`config.mk`:
```
export PLATFORM = sky130hd
export DESIGN_NAME = escape_run_sample_decoder_top
export DESIGN_NICKNAME = d
export VERILOG_FILES = /design/src/design/esrsd_pkg.sv /design/src/design/esrsd_core.sv /design/src/design/escape_run_sample_decoder_top.sv
export SDC_FILE = /design/constraint.sdc
export NUM_CORES = 1
export LEC_CHECK = 0
export BUFFER_PORTS_ARGS = -buffer_cell sky130_fd_sc_hd__buf_2
export CAP_MARGIN = 20
export CORE_MARGIN = 2
export CORE_UTILIZATION = 53
export CTS_CLUSTER_DIAMETER = 50
export CTS_CLUSTER_SIZE = 16
export DETAILED_ROUTE_END_ITERATION = 10
export PLACE_DENSITY = 0.76
export SLEW_MARGIN = 30
export SYNTH_ARGS = -nofsm -noshare
export SYNTH_HDL_FRONTEND = slang
export SYNTH_SLANG_ARGS = --single-unit
export TNS_END_PERCENT = 10
```
`constraint.sdc`:
```
create_clock -name clk -period 3.15 [get_ports clk]
set_input_delay 0.315 -clock clk [delete_from_list [all_inputs] [get_ports clk]]
set_output_delay 0.315 -clock clk [all_outputs]
set_load 0.02 [all_outputs]
```
`src/design/esrsd_pkg.sv`:
```
`timescale 1ns / 1ps
// ----------------------------------------------------------------------------
// esrsd_pkg
// Shared types and constants for the escape-run sample decoder.
// ----------------------------------------------------------------------------
package esrsd_pkg;

  localparam int unsigned BYTE_W   = 8;
  localparam int unsigned SAMPLE_W = 16;
  localparam int unsigned COUNT_W  = 16;

  // escape byte (-128) that introduces a run of 16-bit samples
  localparam logic [BYTE_W-1:0]  ESCAPE_BYTE         = 8'h80;
  localparam logic [COUNT_W-1:0] BLOCK_SAMPLES_RESET = 16'd1;

  typedef struct packed {
    logic signed [SAMPLE_W-1:0] sample;
    logic                       block_end;
    logic                       count_error;
  } res_t;

endpackage

```
`src/design/esrsd_core.sv`:
```
`timescale 1ns / 1ps
// ----------------------------------------------------------------------------
// esrsd_core
// Decode state machine: updates phase and counters on every accepted byte
// and forms the sample that the byte completes, if any.
// ----------------------------------------------------------------------------
module esrsd_core
  import esrsd_pkg::*;
(
  input  logic               clk,
  input  logic               rst_n,
  input  logic               accept,
  input  logic [BYTE_W-1:0]  data_byte,
  input  logic [COUNT_W-1:0] block_samples,
  output logic               res_valid,
  output res_t               res
);

  typedef enum logic [1:0] {
    PH_OPEN,
    PH_SAMPLE,
    PH_ESCCNT,
    PH_LOW
  } phase_t;

  phase_t              phase_r,        phase_nxt;
  logic [BYTE_W-1:0]   run_left_r,     run_left_nxt;
  logic [BYTE_W-1:0]   high_part_r,    high_part_nxt;
  logic [COUNT_W-1:0]  samples_done_r, samples_done_nxt;
  logic                error_seen_r,   error_seen_nxt;

  logic                emit;
  logic                last;
  logic [COUNT_W-1:0]  limit;
  logic [COUNT_W:0]    done_plus1;
  logic [SAMPLE_W-1:0] value;

  // a block size of zero acts as one
  assign limit      = (block_samples == '0) ? COUNT_W'(1) : block_samples;
  assign done_plus1 = {1'b0, samples_done_r} + (COUNT_W+1)'(1);
  assign last       = (done_plus1 >= {1'b0, limit});

  always_comb begin
    phase_nxt        = phase_r;
    run_left_nxt     = run_left_r;
    high_part_nxt    = high_part_r;
    samples_done_nxt = samples_done_r;
    error_seen_nxt   = error_seen_r;
    emit             = 1'b0;
    value            = '0;

    case (phase_r)
      PH_SAMPLE: begin
        if (run_left_r != '0) begin
          high_part_nxt = data_byte;
          phase_nxt     = PH_LOW;
        end else if (data_byte == ESCAPE_BYTE) begin
          phase_nxt = PH_ESCCNT;
        end else begin
          emit  = 1'b1;
          value = {{(SAMPLE_W-BYTE_W){data_byte[BYTE_W-1]}}, data_byte};
        end
      end
      PH_ESCCNT: begin
        // zero-length escape run is flagged and decoded as a run of one
        if (data_byte == '0) begin
          error_seen_nxt = 1'b1;
          run_left_nxt   = BYTE_W'(1);
        end else begin
          run_left_nxt = data_byte;
        end
        phase_nxt = PH_SAMPLE;
      end
      PH_LOW: begin
        run_left_nxt = run_left_r - BYTE_W'(1);
        phase_nxt    = PH_SAMPLE;
        emit         = 1'b1;
        value        = {high_part_r, data_byte};
      end
      default: begin
        run_left_nxt = data_byte;
        phase_nxt    = PH_SAMPLE;
      end
    endcase

    if (emit) begin
      error_seen_nxt = 1'b0;
      if (last) begin
        // rest of any open run is dropped at block end
        phase_nxt        = PH_OPEN;
        run_left_nxt     = '0;
        samples_done_nxt = '0;
      end else begin
        samples_done_nxt = done_plus1[COUNT_W-1:0];
      end
    end
  end

  assign res_valid       = emit;
  assign res.sample      = value;
  assign res.block_end   = last;
  assign res.count_error = error_seen_r;

  always_ff @(posedge clk) begin
    if (!rst_n) begin
      phase_r        <= PH_OPEN;
      run_left_r     <= '0;
      high_part_r    <= '0;
      samples_done_r <= '0;
      error_seen_r   <= 1'b0;
    end else if (accept) begin
      phase_r        <= phase_nxt;
      run_left_r     <= run_left_nxt;
      high_part_r    <= high_part_nxt;
      samples_done_r <= samples_done_nxt;
      error_seen_r   <= error_seen_nxt;
    end
  end

endmodule

```
`src/design/escape_run_sample_decoder_top.sv`:
```
`timescale 1ns / 1ps
// ----------------------------------------------------------------------------
// escape_run_sample_decoder_top
// Byte-stream decoder for escape-coded blocks of 16-bit samples.
// ----------------------------------------------------------------------------
// Input channel in_*: one compressed byte per beat. Output channel out_*:
// one decoded sample per beat, tlast marks the last sample of a block and
// tuser flags a zero-length escape run seen before this sample.
// Opening count, escape byte, escape count and high byte give no beat.
// The block length comes from cfg_wr_data, written whenever cfg_wr_en is
// high; change it only while the decoder is idle.
// Throughput is one byte per cycle while in_tready is high. The sample a
// byte completes is registered on out_*, or in the skid buffer if out_* is
// stalled; the decode state machine updates in the same cycle the byte is accepted.
// The output register is backed by a one-beat skid buffer, so in_tready
// stays high while a sample waits on out_*; it drops only once both the
// output register and the skid buffer hold samples, and comes back the
// cycle after the receiver takes one.
// Reset (rst_n low, synchronous) empties both and returns the decoder to
// expecting the opening run length, with a block length of one.
// ----------------------------------------------------------------------------
module escape_run_sample_decoder_top
  import esrsd_pkg::*;
(
  input  logic                clk,
  input  logic                rst_n,
  // in_tdata: [7:0] data_byte
  input  logic                in_tvalid,
  output logic                in_tready,
  input  logic [BYTE_W-1:0]   in_tdata,
  // out_tdata: [15:0] sample
  output logic                out_tvalid,
  input  logic                out_tready,
  output logic [SAMPLE_W-1:0] out_tdata,
  output logic                out_tlast,
  // out_tuser: [0] count_error
  output logic                out_tuser,
  input  logic                cfg_wr_en,
  input  logic [COUNT_W-1:0]  cfg_wr_data
);

  logic [COUNT_W-1:0] block_samples_r;
  logic               accept;
  logic               res_valid;
  res_t               res;
  res_t               out_r;
  res_t               skid_r;
  logic               out_valid_r;
  logic               skid_valid_r;

  assign in_tready = !skid_valid_r;
  assign accept    = in_tvalid && in_tready;

  always_ff @(posedge clk) begin
    if (!rst_n) begin
      block_samples_r <= BLOCK_SAMPLES_RESET;
    end else if (cfg_wr_en) begin
      block_samples_r <= cfg_wr_data;
    end
  end

  esrsd_core u_core (
    .clk           (clk),
    .rst_n         (rst_n),
    .accept        (accept),
    .data_byte     (in_tdata),
    .block_samples (block_samples_r),
    .res_valid     (res_valid),
    .res           (res)
  );

  always_ff @(posedge clk) begin
    if (!rst_n) begin
      out_valid_r  <= 1'b0;
      skid_valid_r <= 1'b0;
    end else if (!out_valid_r || out_tready) begin
      if (skid_valid_r) begin
        out_valid_r  <= 1'b1;
        skid_valid_r <= 1'b0;
      end else begin
        out_valid_r <= accept && res_valid;
      end
    end else if (accept && res_valid) begin
      // output stalled: park the new beat in the skid buffer
      skid_valid_r <= 1'b1;
    end
  end

  always_ff @(posedge clk) begin
    if (!out_valid_r || out_tready) begin
      out_r <= skid_valid_r ? skid_r : res;
    end else if (accept && res_valid) begin
      skid_r <= res;
    end
  end

  assign out_tvalid = out_valid_r;
  assign out_tdata  = out_r.sample;
  assign out_tlast  = out_r.block_end;
  assign out_tuser  = out_r.count_error;

endmodule

```
* Word-level counts from Yosys, hierarchy flattened *
Index checks and enable logic that the tools add are counted.

storage, ports and cells
  bits in registers = 89
  output and inout port bits = 20
  bits of input ports = 29
  word-level logic and storage cells = 60

operators by class
  bitwise gates (word level) = 2
  reductions and logical operators = 15
  add/sub/neg operators = 2
  equality and inequality tests = 4
  mux-type cells = 22
  $lt $le $gt $ge = 1

operator list
  operator               number
  $mux 16                4
  $pmux 16 s2            1
  $mux 8                 3
  $pmux 8 s3             1
  $mux 18                1
  $add 16x1->17 const B  1
  $ge 17x16->1           1
  $logic_not 16->1       1
  $mux 2                 5
  $eq 8x8->1 const B     1
  $logic_not 8->1        1
  $reduce_bool 8->1      1
  $sub 8x1->8 const B    1
  $mux 1                 6
  $reduce_and 3->1       2
  $eq 2x2->1 const B     2
  $reduce_and 2->1       2
  $reduce_bool 2->1      2
  $eq 2x1->1 const B     1
  $logic_and 1x1->1      2
  $logic_not 1->1        2
  $not 1->1              2
  $pmux 1 s2             1
  $reduce_or 2->1        1
  $logic_or 1x1->1       1

* Depth between registers and ports, before layout *
Gate-level depths: netlist (run 1).

  depth in word-level cells = 6
  gate-level depth with buffers = 14
  depth with buffers taken out = 12

* Cells and area by module *
A second synthesis (run 1) with hierarchy kept.

unflattened totals
  cell total of the unflattened synthesis = 459
  area total of the unflattened synthesis = 4610.7 um^2

modules (own cells, without submodules)
  module                         seq. area each (um^2)  times used  cells each  area each (um^2)
  esrsd_core                     700.7                  1           343         2612.5
  escape_run_sample_decoder_top  1441.4                 1           116         1998.2

* Worst setup path after synthesis (run 1) *
OpenSTA, ideal clock, no wires.

  path kind = flip-flop to flip-flop
  from = reg u_core.samples_done_r[2]
  to = reg out_r (netlist bit out_tlast) (data pin)
  period minus slack after synthesis = 3167 ps
  buffers on the path = 3
  setup slack = -17 ps
  data required time = 2868 ps
  stages on the path, launching flop included = 14
  arrival = 2885 ps
  library setup time = 282 ps
  cells stage by stage = dfxtp_1 -> clkbuf_1 -> nand3_1 -> or3_1 -> clkbuf_1 -> nor3_1 -> xor2_1 -> ha_1 -> a21oi_1 -> nand2_1 -> a211oi_1 -> o221a_2 -> clkbuf_1 -> a21oi_1

between the ends
  longest elaborated chain between the ends = 3

RTL lines
  what                    line                                 source
  start, declared         esrsd_core.sv:29                     logic [COUNT_W-1:0] samples_done_r, samples_done_nxt;
  start signal, assigned  esrsd_core.sv:115                    samples_done_r <= samples_done_nxt;
  $add 16x1->17           esrsd_core.sv:40                     assign done_plus1 = {1'b0, samples_done_r} + (COUNT_W+1)'(1);
  $ge 17x16->1            esrsd_core.sv:41                     assign last = (done_plus1 >= {1'b0, limit});
  $mux 18                 escape_run_sample_decoder_top.sv:91  out_r <= skid_valid_r ? skid_r : res;
  end signal, assigned    escape_run_sample_decoder_top.sv:91
  end, declared           escape_run_sample_decoder_top.sv:46  res_t out_r;

Every way passes these cells.
A chain may end at the register's enable or synchronous reset.

* Worst setup path after layout (run 1) *
  from = reg u_core.samples_done_r[0]
  to = reg u_core.run_left_r[1]

between the ends
  longest elaborated chain between the ends = 4

RTL lines
  what                  line               source
  $add 16x1->17         esrsd_core.sv:40
  $ge 17x16->1          esrsd_core.sv:41
  $mux 8                esrsd_core.sv:88   if (last) begin
  $mux 8                esrsd_core.sv:86   if (emit) begin
  end signal, assigned  esrsd_core.sv:113  run_left_r <= run_left_nxt;
  end, declared         esrsd_core.sv:27   logic [BYTE_W-1:0] run_left_r, run_left_nxt;

Every way passes these cells.

==> results.md, run 1 <==
- Status: complete, no violations
- Number of antenna violations at the first check in global routing: 0
- Clock sink total: 89
- H-tree levels: 3
- Synthesized flop and latch total: 89
- Synth Flop Type: dfxtp_1
- Syn Area/Cell: 9.877 µm²
- Synth top area share: 23.74%
- Fillers: 641
- Slew margin rel.: 43.54%
- Count leader, synth: dfxtp_1
- R2R Path Start: u_core.samples_done_r[0]
- Final Cell Area: 5274 µm²
- Max_cap viols: 0
- Final Hold Viols: 0
- Xor/xnor cell area share of the yosys netlist: 4.040%
- Utilization after layout: 63.86%
- Gate power share: 18.6%
- Area leader, netlist: edfxtp_1
- Mapped Cells: 461
- Die width: 96.69 µm
- First-pass GRT wire length: 16,570 µm
- Placer Congestion: 0.8543
- Synth area leaders: edfxtp_1 24%, dfxtp_1 23%, mux2i_1 5.5%, ha_1 4.9%, mux2_2 4.2%
- Root Driver: clkbuf_8
- Met1 usage: 26.02%
- Max Root-Sink Buffers: 2
- Simple-gate share of the synthesized area: 17.59%
- Max frequency: 327.3 MHz
- DR iter-0 viols: 175
- CP Data Arrival Time: 3.33 ns
- Hold path cells: 3
- TNS Setup: 0 ns
- Site Rows: 33
- # setup viols final: 0
- FF-to-FF End: u_core.run_left_r[1]
- DR vias: 3,588
- GRT overflow: 0
- P&R area growth vs syn: 15.83%
- Worst Setup End Kind: flop
- Post-synth EDFFs: 36
- Routed wire per std cell: 16.73 µm
- Busiest grt layer: met2
- Launch point of the worst hold path: cfg_wr_data[0]
- Area of the core: 8258 µm²
- DRC viols: 0
- NetSw: 0.0007917 W
- Clk_lat worst skew: 0.37 ns
- GRT Total Usage: 21.77%
- GR Layer Usage met2: 38.51%
- Total wire length: 10,440 µm
- Period utilisation layout: 96.99%
- Worst-path clk slew: 0.10 ns
- Worst Hold Class: in -> reg
- Die Height: 96.69 µm
- Met3 usage in global routing: 5.058%
- Startpoint Class: flop
- Post-synthesis mux area share: 9.700%
- Layout Nets: 561
- Synth top cells by count: 53 x dfxtp_1, 42 x nor2_1, 39 x nand2_1, 36 x edfxtp_1, 28 x inv_1
- Synthesized Nets: 508
- Clk network pwr share: 29.9%
- Die area: 9348 µm²
- TritonRoute pass-1 iters: 4
- CTS Buf Count: 9
- Power density cells: 487.0 nW/µm²
- CTS tree: yes
- Pint: 0.001777 W
- Detail Route Antenna Nets: 0
- Share of layout cells above drive strength 1: 24.86%
- Netlist cell types: 53
- Synthesized area: 4553 µm²
- Complex-gate fraction of the synthesized area: 11.49%
- Vias in the first global route: 3,444
- Largest net degree at the start of global routing: 32
- Fin Clk Skew: 0.01364 ns
- Adder-cell share of the synthesized area: 4.946%
- R2R depth: 13
- Worst Max-Slew Pin Slew: 0.8360 ns
- Hold Worst Slack: 0.1780 ns
- Placed cell area: 4946 µm²
- R2R setup slack: 0.09 ns
- Max VDD drop: 0.0002572 V
- Seq/Total Area, Yosys: 47.05%
- Critical path class: reg -> reg
- Buffers on Ports: 48
- Worst path required time: 3.43 ns
- Minimum clock period: 3.055 ns
- Crit-path max FO: 4
- Hold EP: block_samples_r[0]
- Largest family of logic cells by synthesized area: simple AND/OR/NAND/NOR gates
- ANT cells: 0
- Switching share of power: 30.83%
- Fin. max-slew vios: 0
- Leakage power: 2.220 nW
- Starting density of the core: 55.14%
- Detail Placement HPWL: 7346 µm
- # IOs: 49
- Vias/cell: 5.750
- Warnings from Yosys: 0
- Sequential power share: 51.5%
- Post-synth ARST share: 0%
[state kept, by name (all words and copies together) (netlist names), 2 cells and up]
signal	flops
u_core.samples_done_r	16
u_core.run_left_r	8
out_tdata	16
skid_r	18
u_core.phase_r	2
block_samples_r	16
u_core.high_part_r	8
[placed cells by master (no fill, tap or decap), types with 3 or more instances in the layout]
master / synthesis / routed
a21o_1: 8 / 8
a21oi_1: 15 / 15
a31oi_1: 5 / 5
and2_1: 9 / 9
and4b_1: 3 / 3
buf_2: 3 / 48
buf_4: 2 / 18
clkbuf_8: 0 / 9
dfxtp_1: 53 / 49
dfxtp_2: 0 / 4
edfxtp_1: 36 / 36
ha_1: 18 / 18
inv_1: 28 / 28
mux2_2: 17 / 17
mux2i_1: 25 / 25
nand2_1: 39 / 39
nand2b_1: 3 / 3
nand3_1: 24 / 22
nand4_1: 6 / 6
nor2_1: 42 / 39
nor2b_1: 3 / 3
nor3_1: 11 / 9
nor4_1: 5 / 4
o211ai_1: 6 / 6
o21ai_0: 11 / 11
o21ai_1: 11 / 11
o32ai_1: 3 / 3
or2_2: 4 / 4
or4_1: 3 / 3
xnor2_1: 13 / 12
xor2_1: 8 / 7
[per-stage QoR]
step / instances / setup slack (ns) / power, W
finish: 624 / 0.09483 / 0.002568
global route: 624 / -0.008280 / 0.002676
CTS: 621 / 0.02537 / 0.002557
detailed placement: 605 / -0.03616 / 0.001792
global placement: 605 / 0.08307 / 0.001771
floorplan: 461 / 0.04829 / 0.001657
[critical path: stages (launching register included)]
cell and delay [ns]:
dfxtp_1 0.38, ha_1 0.18, nand4_1 0.12, buf_4 0.17, or2_2 0.29, nor2_2 0.14, xnor2_1 0.15, ha_1 0.26
nand4_1 0.17, nor2_1 0.11, a211oi_4 0.34, nand3_2 0.19, a2bb2oi_2 0.21, o32ai_1 0.26
[layer usage]
layer	up-vias	share of wire (%)
met1	1685	41
met5	-	0
met3	21	6.2
met4	0	2.1
li1	1759	-
met2	123	50
[worst max-delay path by stage]
| stage | start | endpoint | slack [ns] | depth (start not counted) |
|---|---|---|---|---|
| CTS | u_core.samples_done_r[1] | u_core.samples_done_r[9] | 0.03 | 14 |
| global route | u_core.samples_done_r[0] | u_core.run_left_r[1] | -0.008 | 13 |
| detailed placement | u_core.samples_done_r[1] | u_core.samples_done_r[12] | -0.04 | 14 |
| global placement | u_core.samples_done_r[1] | out_tlast | 0.08 | 12 |
| floorplan | u_core.samples_done_r[2] | out_tlast | 0.05 | 12 |
| finish | u_core.samples_done_r[0] | u_core.run_left_r[1] | 0.09 | 13 |
[repair_timing]
action / CTS / global route
setup buffers: 0 / 0
hold buffers: 0 / 0
setup endpoints to repair: 17 / 27
pin swaps: 1 / 5
endpoints found under the hold margin: 0 / 0
cloned: 0 / 3
gates resized for setup: 1 / 20
[power by group through the flow]
stage	clock, W	sequential, W	combinational, W
6_report	0.000769	0.00132	0.000478
5_1_grt	0.000823	0.00133	0.000523
4_1_cts	0.000784	0.00132	0.000451
3_5_place_dp	0	0.00135	0.000444
3_3_place_gp	0	0.00134	0.000427
2_1_floorplan	0	0.00137	0.000285
[area by class of cell]
cell class	count	area, µm²	area share, %
Multi-Input combinational cell	319	2316	43.91
Tap cell	105	131.4	2.491
Clock inverter	7	71.32	1.352
Inverter	29	108.9	2.064
Timing Repair Buffer	66	375.4	7.117
Clock buffer	9	123.9	2.349
Sequential cell	89	2147	40.71
[cells by family (layout without fill, tap and decap cells)]
group | Yosys count | after routing
AND/OR/NAND/NOR | 162 | 162
buffers and inverters | 56 | 111
flip-flops | 89 | 89
multiplexers | 42 | 42
AO/OA/AOI/OAI | 73 | 76
XOR/XNOR | 21 | 21
adder cells (fa/ha/maj) | 18 | 18
Note: power is estimated with default switching activity, not from simulation.
==> inputs of run 2 (changes only) <==
--- a/config.mk
+++ b/config.mk
@@ -12,7 +12,9 @@
 export CTS_CLUSTER_DIAMETER = 50
 export CTS_CLUSTER_SIZE = 16
 export DETAILED_ROUTE_END_ITERATION = 10
+export HOLD_SLACK_MARGIN = 0.03
 export PLACE_DENSITY = 0.76
+export SETUP_SLACK_MARGIN = 0.3
 export SLEW_MARGIN = 30
 export SYNTH_ARGS = -nofsm -noshare
 export SYNTH_HDL_FRONTEND = slang
==> run 2 against run 1 <==
Net effect: clock power barely moved; combinational power grew 6.7%; final cell count rose by 0.32%; non-clock buffer count is 5 higher; power rose by 1.4%; setup slack improved by 0.042 ns; cell area grew 2.0%; global-route usage increased by 1.4 points; flip-flop and latch count did not move; critical path depth is the same; largest cell class unchanged.
==> results.md, run 2 (synthesis results as in run 1) <==
- Final setup margin: 0.1371 ns (was 0.09483 ns)
- Leakage power: 2.275 nW (was 2.220 nW)
- Max_cap viols: 0 (unchanged)
- Fin. max-slew vios: 0 (unchanged)
- Hold Worst Slack: 0.1846 ns (was 0.1780 ns)
- Clk_lat worst skew: 0.37 ns (about the same)
- Crit path top cell by count: nand4_1
- GRT overflow: 0 (unchanged)
- Dpl ws: 0.04717 ns (was -0.03616 ns)
- Largest Register: skid_r (unchanged)
- Worst-path clk slew: 0.10 ns (about the same)
- CP Data Arrival Time: 3.32 ns (was 3.33 ns)
- Utilization after layout: 65.17% (was 63.86%)
- Max VDD drop: 0.0002985 V (was 0.0002572 V)
- Detail Placement HPWL: 7315 µm (was 7346 µm)
- Buffers on Ports: 48 (unchanged)
- Die area: 9348 µm² (unchanged)
- Total wire length: 11,100 µm (was 10,440 µm)
- Vias in the first global route: 3,653 (was 3,444)
- Worst Hold Class: in -> reg (unchanged)
- Period utilisation layout: 95.65% (was 96.99%)
- # setup viols final: 0 (unchanged)
- Die Height: 96.69 µm (unchanged)
- Worst Setup End Kind: flop (unchanged)
- Max FFs per register: 18 (unchanged)
- Minimum clock period: 3.013 ns (was 3.055 ns)
- Critical path class: reg -> reg (unchanged)
- # IOs: 49 (unchanged)
- P&R area growth vs syn: 18.19% (was 15.83%)
- H-tree levels: 3 (unchanged)
- Root Driver: clkbuf_8 (unchanged)
- Max Root-Sink Buffers: 2 (unchanged)
- Clock sink total: 89 (unchanged)
- Max frequency: 331.9 MHz (was 327.3 MHz)
- First-pass GRT wire length: 17,550 µm (was 16,570 µm)
- Die width: 96.69 µm (unchanged)
- Site Rows: 33 (unchanged)
- Vias/cell: 5.898 (was 5.750)
- GRT Total Usage: 23.16% (was 21.77%)
- Layout Nets: 563 (was 561)
- CP peak stage delay: 0.42 ns (was 0.38 ns)
- Final Cell Area: 5381 µm² (was 5274 µm²)
- DR vias: 3,692 (was 3,588)
- Routed wire per std cell: 17.73 µm (was 16.73 µm)
- DRC viols: 0 (unchanged)
- Starting density of the core: 55.14% (unchanged)
- Area of the core: 8258 µm² (unchanged)
- Most frequent cells in the layout: 48 x buf_2, 46 x dfxtp_1, 39 x nor2_1 (was 49 x dfxtp_1, 48 x buf_2, 39 x nand2_1, 39 x nor2_1, 36 x edfxtp_1)
- CTS tree: yes (unchanged)
- Slowest-stage cell, CP: dfxtp_4 (was dfxtp_1)
- DR iter-0 viols: 160 (was 175)
- Crit-path max FO: 9 (was 4)
- CTS Buf Count: 9 (unchanged)
- Largest net degree at the start of global routing: 27 (was 32)
- Slew margin rel.: 46.87% (was 43.54%)
- Placed cell area: 4937 µm² (was 4946 µm²)
- TritonRoute pass-1 iters: 4 (unchanged)
- Status: complete, no violations (unchanged)
- ANT cells: 0 (unchanged)
- Final Hold Viols: 0 (unchanged)
- RSZ-0062 raised after global routing: true
- TNS Setup: 0 ns (unchanged)
- Share of layout cells above drive strength 1: 27.26% (was 24.86%)
- Worst path required time: 3.45 ns (was 3.43 ns)
- Fin Clk Skew: 0.01516 ns (was 0.01364 ns)
- Placer Congestion: 0.8621 (was 0.8543)
- Power density cells: 483.8 nW/µm² (was 487.0 nW/µm²)
- Worst Max-Slew Pin Slew: 0.7866 ns (was 0.8360 ns)
- Fillers: 660 (was 641)
- Detail Route Antenna Nets: 0 (unchanged)
- Most common cell after layout, fill and taps aside: buf_2 (was dfxtp_1)
- Number of antenna violations at the first check in global routing: 0 (unchanged)
- CP Cell Sequence: ha_4 -> nand4_1 -> nor2_2 -> buf_4 -> xnor2_2 -> ha_1 -> nand4_1 -> nor3_2 -> a2111oi_4 -> o221a_4 -> clkbuf_16 -> nand3_1 -> a21oi_1 (was ha_1 -> nand4_1 -> buf_4 -> or2_2 -> nor2_2 -> xnor2_1 -> ha_1 -> nand4_1 -> nor2_1 -> a211oi_4 -> nand3_2 -> a2bb2oi_2 -> o32ai_1)
- Startpoint Class: flop (unchanged)
[run 2: changes by cell type in the layout (fill, tap and decap cells not counted), moves of 2 or more]
cell / before / now
inv_8: 2 / 0
xnor2_2: 1 / 3
dfxtp_2: 4 / 6
o21ai_0: 11 / 9
xnor2_1: 12 / 10
or2_2: 4 / 2
buf_4: 18 / 20
clkbuf_16: 0 / 2
inv_6: 1 / 4
dfxtp_1: 49 / 46
o21ai_1: 11 / 13
or2_4: 0 / 2
[run 2: routing by layer]
metal | share of wire [%] | global-route usage (%) | vias to the layer above
met5 | 0 | 0 | -
met4 | 3.9 | 10.83 | 0
met3 | 6.0 | 5.058 | 34
met2 | 50 | 39.58 | 147
met1 | 40 | 27.79 | 1757
li1 | - | - | 1754
[run 2: layout make-up]
cell class	instances	area, µm²	share of cell area (%)
Timing Repair Buffer	71	460.4	8.556
Tap cell	105	131.4	2.441
Clock inverter	7	67.56	1.256
Sequential cell	89	2153	40.01
Inverter	29	108.9	2.023
Clock buffer	9	123.9	2.302
Multi-Input combinational cell	316	2336	43.41
[run 2: worst max-delay path, delay by kind of cell, from the launching register on]
| kind | cells | cell delay [ns] |
|---|---|---|
| AO/OA/AOI/OAI | 3 | 0.89 |
| XOR/XNOR | 1 | 0.11 |
| adder cells (fa/ha/maj) | 2 | 0.41 |
| buffers and inverters | 2 | 0.34 |
| flip-flops | 1 | 0.42 |
| AND/OR/NAND/NOR | 5 | 0.77 |
[run 2: what timing repair did]
| action | in CTS | in global routing |
|---|---|---|
| gates cloned | 0 | 2 |
| setup endpoints to repair | 27 | 27 |
| buffers inserted | 5 | 2 |
| pin swaps | 7 | 5 |
| hold buffers | 0 | 0 |
| gates resized for setup | 19 | 15 |
[run 2: through the flow]
| step | instances | power (W) |
|---|---|---|
| final | 626 | 0.002603 |
| after global routing | 626 | 0.002716 |
| after CTS | 622 | 0.002570 |
| after detailed placement | 601 | 0.001798 |
| after global placement | 601 | 0.001780 |
| after floorplan | 461 | 0.001662 |
[run 2: power breakdown]
part | internal, W | switching (W)
combinational | 0.000222 | 0.000289
clock | 0.000306 | 0.000462
sequential | 0.00127 | 0.0000514
[run 2: worst paths after layout]
path	from	endpoint	slack (ns)	cells past startpoint
worst max-delay path	u_core.samples_done_r[0]	u_core.samples_done_r[3]	0.14	13
worst min register to register	u_core.samples_done_r[15]	u_core.samples_done_r[15]	0.50	2
worst min-delay path	cfg_wr_data[14]	block_samples_r[14]	0.18	3
worst max register to register	u_core.samples_done_r[0]	u_core.samples_done_r[3]	0.14	13
==> inputs of run 3 (changes only) <==
--- a/config.mk
+++ b/config.mk
@@ -7,13 +7,14 @@
 export LEC_CHECK = 0
 export BUFFER_PORTS_ARGS = -buffer_cell sky130_fd_sc_hd__buf_2
 export CAP_MARGIN = 20
+export CORE_ASPECT_RATIO = 0.6
 export CORE_MARGIN = 2
-export CORE_UTILIZATION = 53
+export CORE_UTILIZATION = 59
 export CTS_CLUSTER_DIAMETER = 50
 export CTS_CLUSTER_SIZE = 16
 export DETAILED_ROUTE_END_ITERATION = 10
 export HOLD_SLACK_MARGIN = 0.03
-export PLACE_DENSITY = 0.76
+export PLACE_DENSITY = 0.8
 export SETUP_SLACK_MARGIN = 0.3
 export SLEW_MARGIN = 30
 export SYNTH_ARGS = -nofsm -noshare
==> constraint.sdc (replaced) <==
create_clock -name clk -period 2.93 [get_ports clk]
set_input_delay 0.293 -clock clk [delete_from_list [all_inputs] [get_ports clk]]
set_output_delay 0.293 -clock clk [all_outputs]
set_load 0.02 [all_outputs]
==> run 3 against run 2 <==
Net effect: the flow now finishes with violations (setup timing); non-clock buffer count increased by 9; sequential power increased by 8%; power increased by 22%; setup slack got worse by 0.56 ns; largest power group unchanged.
==> results.md, run 3 (synthesis results as in run 1) <==
- First-pass GRT wire length: 17,850 µm (was 17,550 µm)
- Max FFs per register: 18 (unchanged)
- CTS Buf Count: 9 (unchanged)
- FF-to-FF End: u_core.samples_done_r[8] (was u_core.samples_done_r[3])
- Worst Setup SP: u_core.samples_done_r[0] (unchanged)
- R2R depth: 14 (was 13)
- Gate power share: 19.2% (was 19.6%)
- ANT cells: 0 (unchanged)
- Slew margin rel.: 48.35% (was 46.87%)
- Vias/cell: 6.346 (was 5.898)
- DR WL met2: 5613 µm (was 5504 µm)
- Critical path class: reg -> reg (unchanged)
- Layout Nets: 573 (was 563)
- Starting density of the core: 61.89% (was 55.14%)
- Instance count on the critical path: 14 (was 13)
- Buffers on Ports: 48 (unchanged)
- NetSw: 0.0008789 W (was 0.0008024 W)
- # setup viols final: 27 (was 0)
- Largest Register: skid_r (unchanged)
- Die width: 117.4 µm (was 96.69 µm)
- Worst-path clk slew: 0.07 ns (was 0.10 ns)
- Largest net degree at the start of global routing: 27 (unchanged)
- Launch point of the worst hold path: cfg_wr_data[0] (was cfg_wr_data[14])
- Top Metal Used: met4 (unchanged)
- Status: complete, but fails checks (was complete, no violations)
- Clk network pwr share: 35.8% (was 29.5%)
- H-tree levels: 3 (unchanged)
- CP peak stage delay: 0.40 ns (was 0.42 ns)
- Clk_lat worst skew: 0.35 ns (was 0.37 ns)
- Number of antenna violations at the first check in global routing: 0 (unchanged)
- CP Data Arrival Time: 3.60 ns (was 3.32 ns)
- Final setup margin: -0.4182 ns (was 0.1371 ns)
- Die Height: 72.05 µm (was 96.69 µm)
- R2R setup slack: -0.42 ns (was 0.14 ns)
- GRT Total Usage: 27.07% (was 23.16%)
- CP Cell Sequence: ha_4 -> nand4_1 -> buf_4 -> nor2_4 -> nand3_2 -> xnor2_2 -> ha_1 -> nand4_1 -> nor2_1 -> a211oi_2 -> o221a_4 -> clkbuf_16 -> o21ai_0 -> o21ai_1 (was ha_4 -> nand4_1 -> nor2_2 -> buf_4 -> xnor2_2 -> ha_1 -> nand4_1 -> nor3_2 -> a2111oi_4 -> o221a_4 -> clkbuf_16 -> nand3_1 -> a21oi_1)
- Vias in the first global route: 3,569 (was 3,653)
- CTS tree: yes (unchanged)
- Max VDD drop: 0.0004803 V (was 0.0002985 V)
- Detail Route Antenna Nets: 0 (unchanged)
- Fin Clk Skew: 0.008524 ns (was 0.01516 ns)
- Power density cells: 551.6 nW/µm² (was 483.8 nW/µm²)
- M1 WL: 5561 µm (was 4489 µm)
- Minimum clock period: 3.348 ns (was 3.013 ns)
- Worst Setup End Kind: flop (unchanged)
- Crit-path max FO: 10 (was 9)
- Dpl ws: -0.07747 ns (was 0.04717 ns)
- Max Root-Sink Buffers: 2 (unchanged)
- Site Rows: 24 (was 33)
- Switching share of power: 27.75% (was 30.82%)
- Final Non-Filler Cells: 635 (was 626)
- TritonRoute pass-1 iters: 5 (was 4)
- Area of the core: 7357 µm² (was 8258 µm²)
- Most common cell after layout, fill and taps aside: buf_2 (unchanged)
- Leakage power: 2.428 nW (was 2.275 nW)
- Fin. max-slew vios: 0 (unchanged)
- DR iter-0 viols: 403 (was 160)
- # IOs: 49 (unchanged)
- DRC viols: 0 (unchanged)
- Period utilisation layout: 114.3% (was 95.65%)
- Die area: 8459 µm² (was 9348 µm²)
- RSZ-0062 raised after global routing: true (unchanged)
- Root Driver: clkbuf_16 (was clkbuf_8)
- Worst Hold Class: in -> reg (unchanged)
- Sequential power share: 44.9% (was 50.9%)
- Startpoint Class: flop (unchanged)
- Worst Setup EP: u_core.samples_done_r[8] (was u_core.samples_done_r[3])
- DR vias: 4,030 (was 3,692)
- GRT overflow: 0 (unchanged)
- Dpl cells: 602 (was 601)
- Slowest-stage cell, CP: dfxtp_4 (unchanged)
- Buf/Inv on CP: 2 (unchanged)
- Most frequent cells in the layout: 48 x buf_2, 45 x dfxtp_1, 38 x nand2_1, 38 x nor2_1, 36 x edfxtp_1 (was 48 x buf_2, 46 x dfxtp_1, 39 x nor2_1)
- Routed wire per std cell: 20.46 µm (was 17.73 µm)
- Share of layout cells above drive strength 1: 31.83% (was 27.26%)
- Max_cap viols: 0 (unchanged)
- Clock sink total: 89 (unchanged)
- Detail Placement HPWL: 7717 µm (was 7315 µm)
- Worst path required time: 3.18 ns (was 3.45 ns)
- Top delay family on crit path: compound AO/OA/AOI/OAI gates (unchanged)
- Final Hold Viols: 0 (unchanged)
- R2R Path Start: u_core.samples_done_r[0] (unchanged)
- Placer Congestion: 0.9456 (was 0.8621)
- Max frequency: 298.7 MHz (was 331.9 MHz)
- Pint: 0.002288 W (was 0.001801 W)
- Wire length on met3: 1229 µm (was 670 µm)
- Worst Max-Slew Pin Slew: 0.7690 ns (was 0.7866 ns)
- Total wire length: 12,990 µm (was 11,100 µm)
- Failing checks: setup timing
- P&R area growth vs syn: 26.11% (was 18.19%)
- Crit path top cell by count: nand4_1 (unchanged)
run 3: cell types whose count changed in the layout (fill, tap and decap cells not counted), moves of 4 or more:
cell | previous run | this run
clkbuf_8 | 9 | 0
dfxtp_4 | 1 | 5
a21oi_2 | 0 | 5
buf_4 | 20 | 29
clkbuf_16 | 2 | 11
a21oi_1 | 15 | 10
run 3: metal layers:
layer,vias to the layer above,GRT usage (%)
met2,273,40.35
met3,66,8.255
li1,1775,-
met1,1916,38.40
met4,0,8.300
met5,-,0
run 3: how the worst min path moves through the flow:
stage / to / slack (ns) / depth (start not counted)
floorplan: block_samples_r[0] / 0.42 / 2
global placement: skid_r[0] / 0.45 / 0
detailed placement: block_samples_r[0] / 0.47 / 2
CTS: block_samples_r[0] / 0.18 / 3
global route: block_samples_r[15] / 0.19 / 3
finish: block_samples_r[0] / 0.18 / 3
run 3: what timing repair did:
action | CTS | global route
pin swaps | 3 | 36
cloned | 0 | 3
buffers inserted | 3 | 11
setup endpoints to repair | 47 | 43
endpoints found under the hold margin | 0 | 0
hold buffers | 0 | 0
gates resized for setup | 15 | 42
run 3: stage by stage:
step	area [µm²]	hold WS (ns)	setup TNS, ns	utilization (%)	power [W]
detailed placement	4990	0.4657	-0.8830	67.82	0.001941
CTS	5370	0.1779	0	72.99	0.003055
global placement	4981	0.4512	0	67.70	0.001916
finish	5742	0.1823	-6.260	78.04	0.003167
global route	5742	0.1940	-8.172	78.04	0.003267
floorplan	4636	0.4215	0	-	0.001798
run 3: final cells by class:
type | instances | area [µm²]
well taps | 104 | 130.1
flip-flops and latches | 89 | 2165
clock buffers | 11 | 232.7
inverters | 29 | 108.9
fillers | 451 | 1615
clock inverters | 5 | 56.30
repair buffers | 80 | 528.0
multi-input cells | 317 | 2521
run 3: worst register-to-register path: stages, from the launching register on:
cell,delay [ns]
dfxtp_4,0.40
ha_4,0.14
nand4_1,0.18
buf_4,0.22
nor2_4,0.19
nand3_2,0.15
xnor2_2,0.26
ha_1,0.31
nand4_1,0.20
nor2_1,0.10
a211oi_2,0.27
o221a_4,0.32
clkbuf_16,0.18
o21ai_0,0.14
o21ai_1,0.19
run 3: power by group through the flow:
| stage | logic [W] | registers, W | clock network, W |
|---|---|---|---|
| final | 0.000609 | 0.00142 | 0.00113 |
| after global routing | 0.000651 | 0.00143 | 0.00118 |
| after CTS | 0.000500 | 0.00142 | 0.00113 |
| after detailed placement | 0.000491 | 0.00145 | 0 |
| after global placement | 0.000471 | 0.00144 | 0 |
| after floorplan | 0.000323 | 0.00147 | 0 |
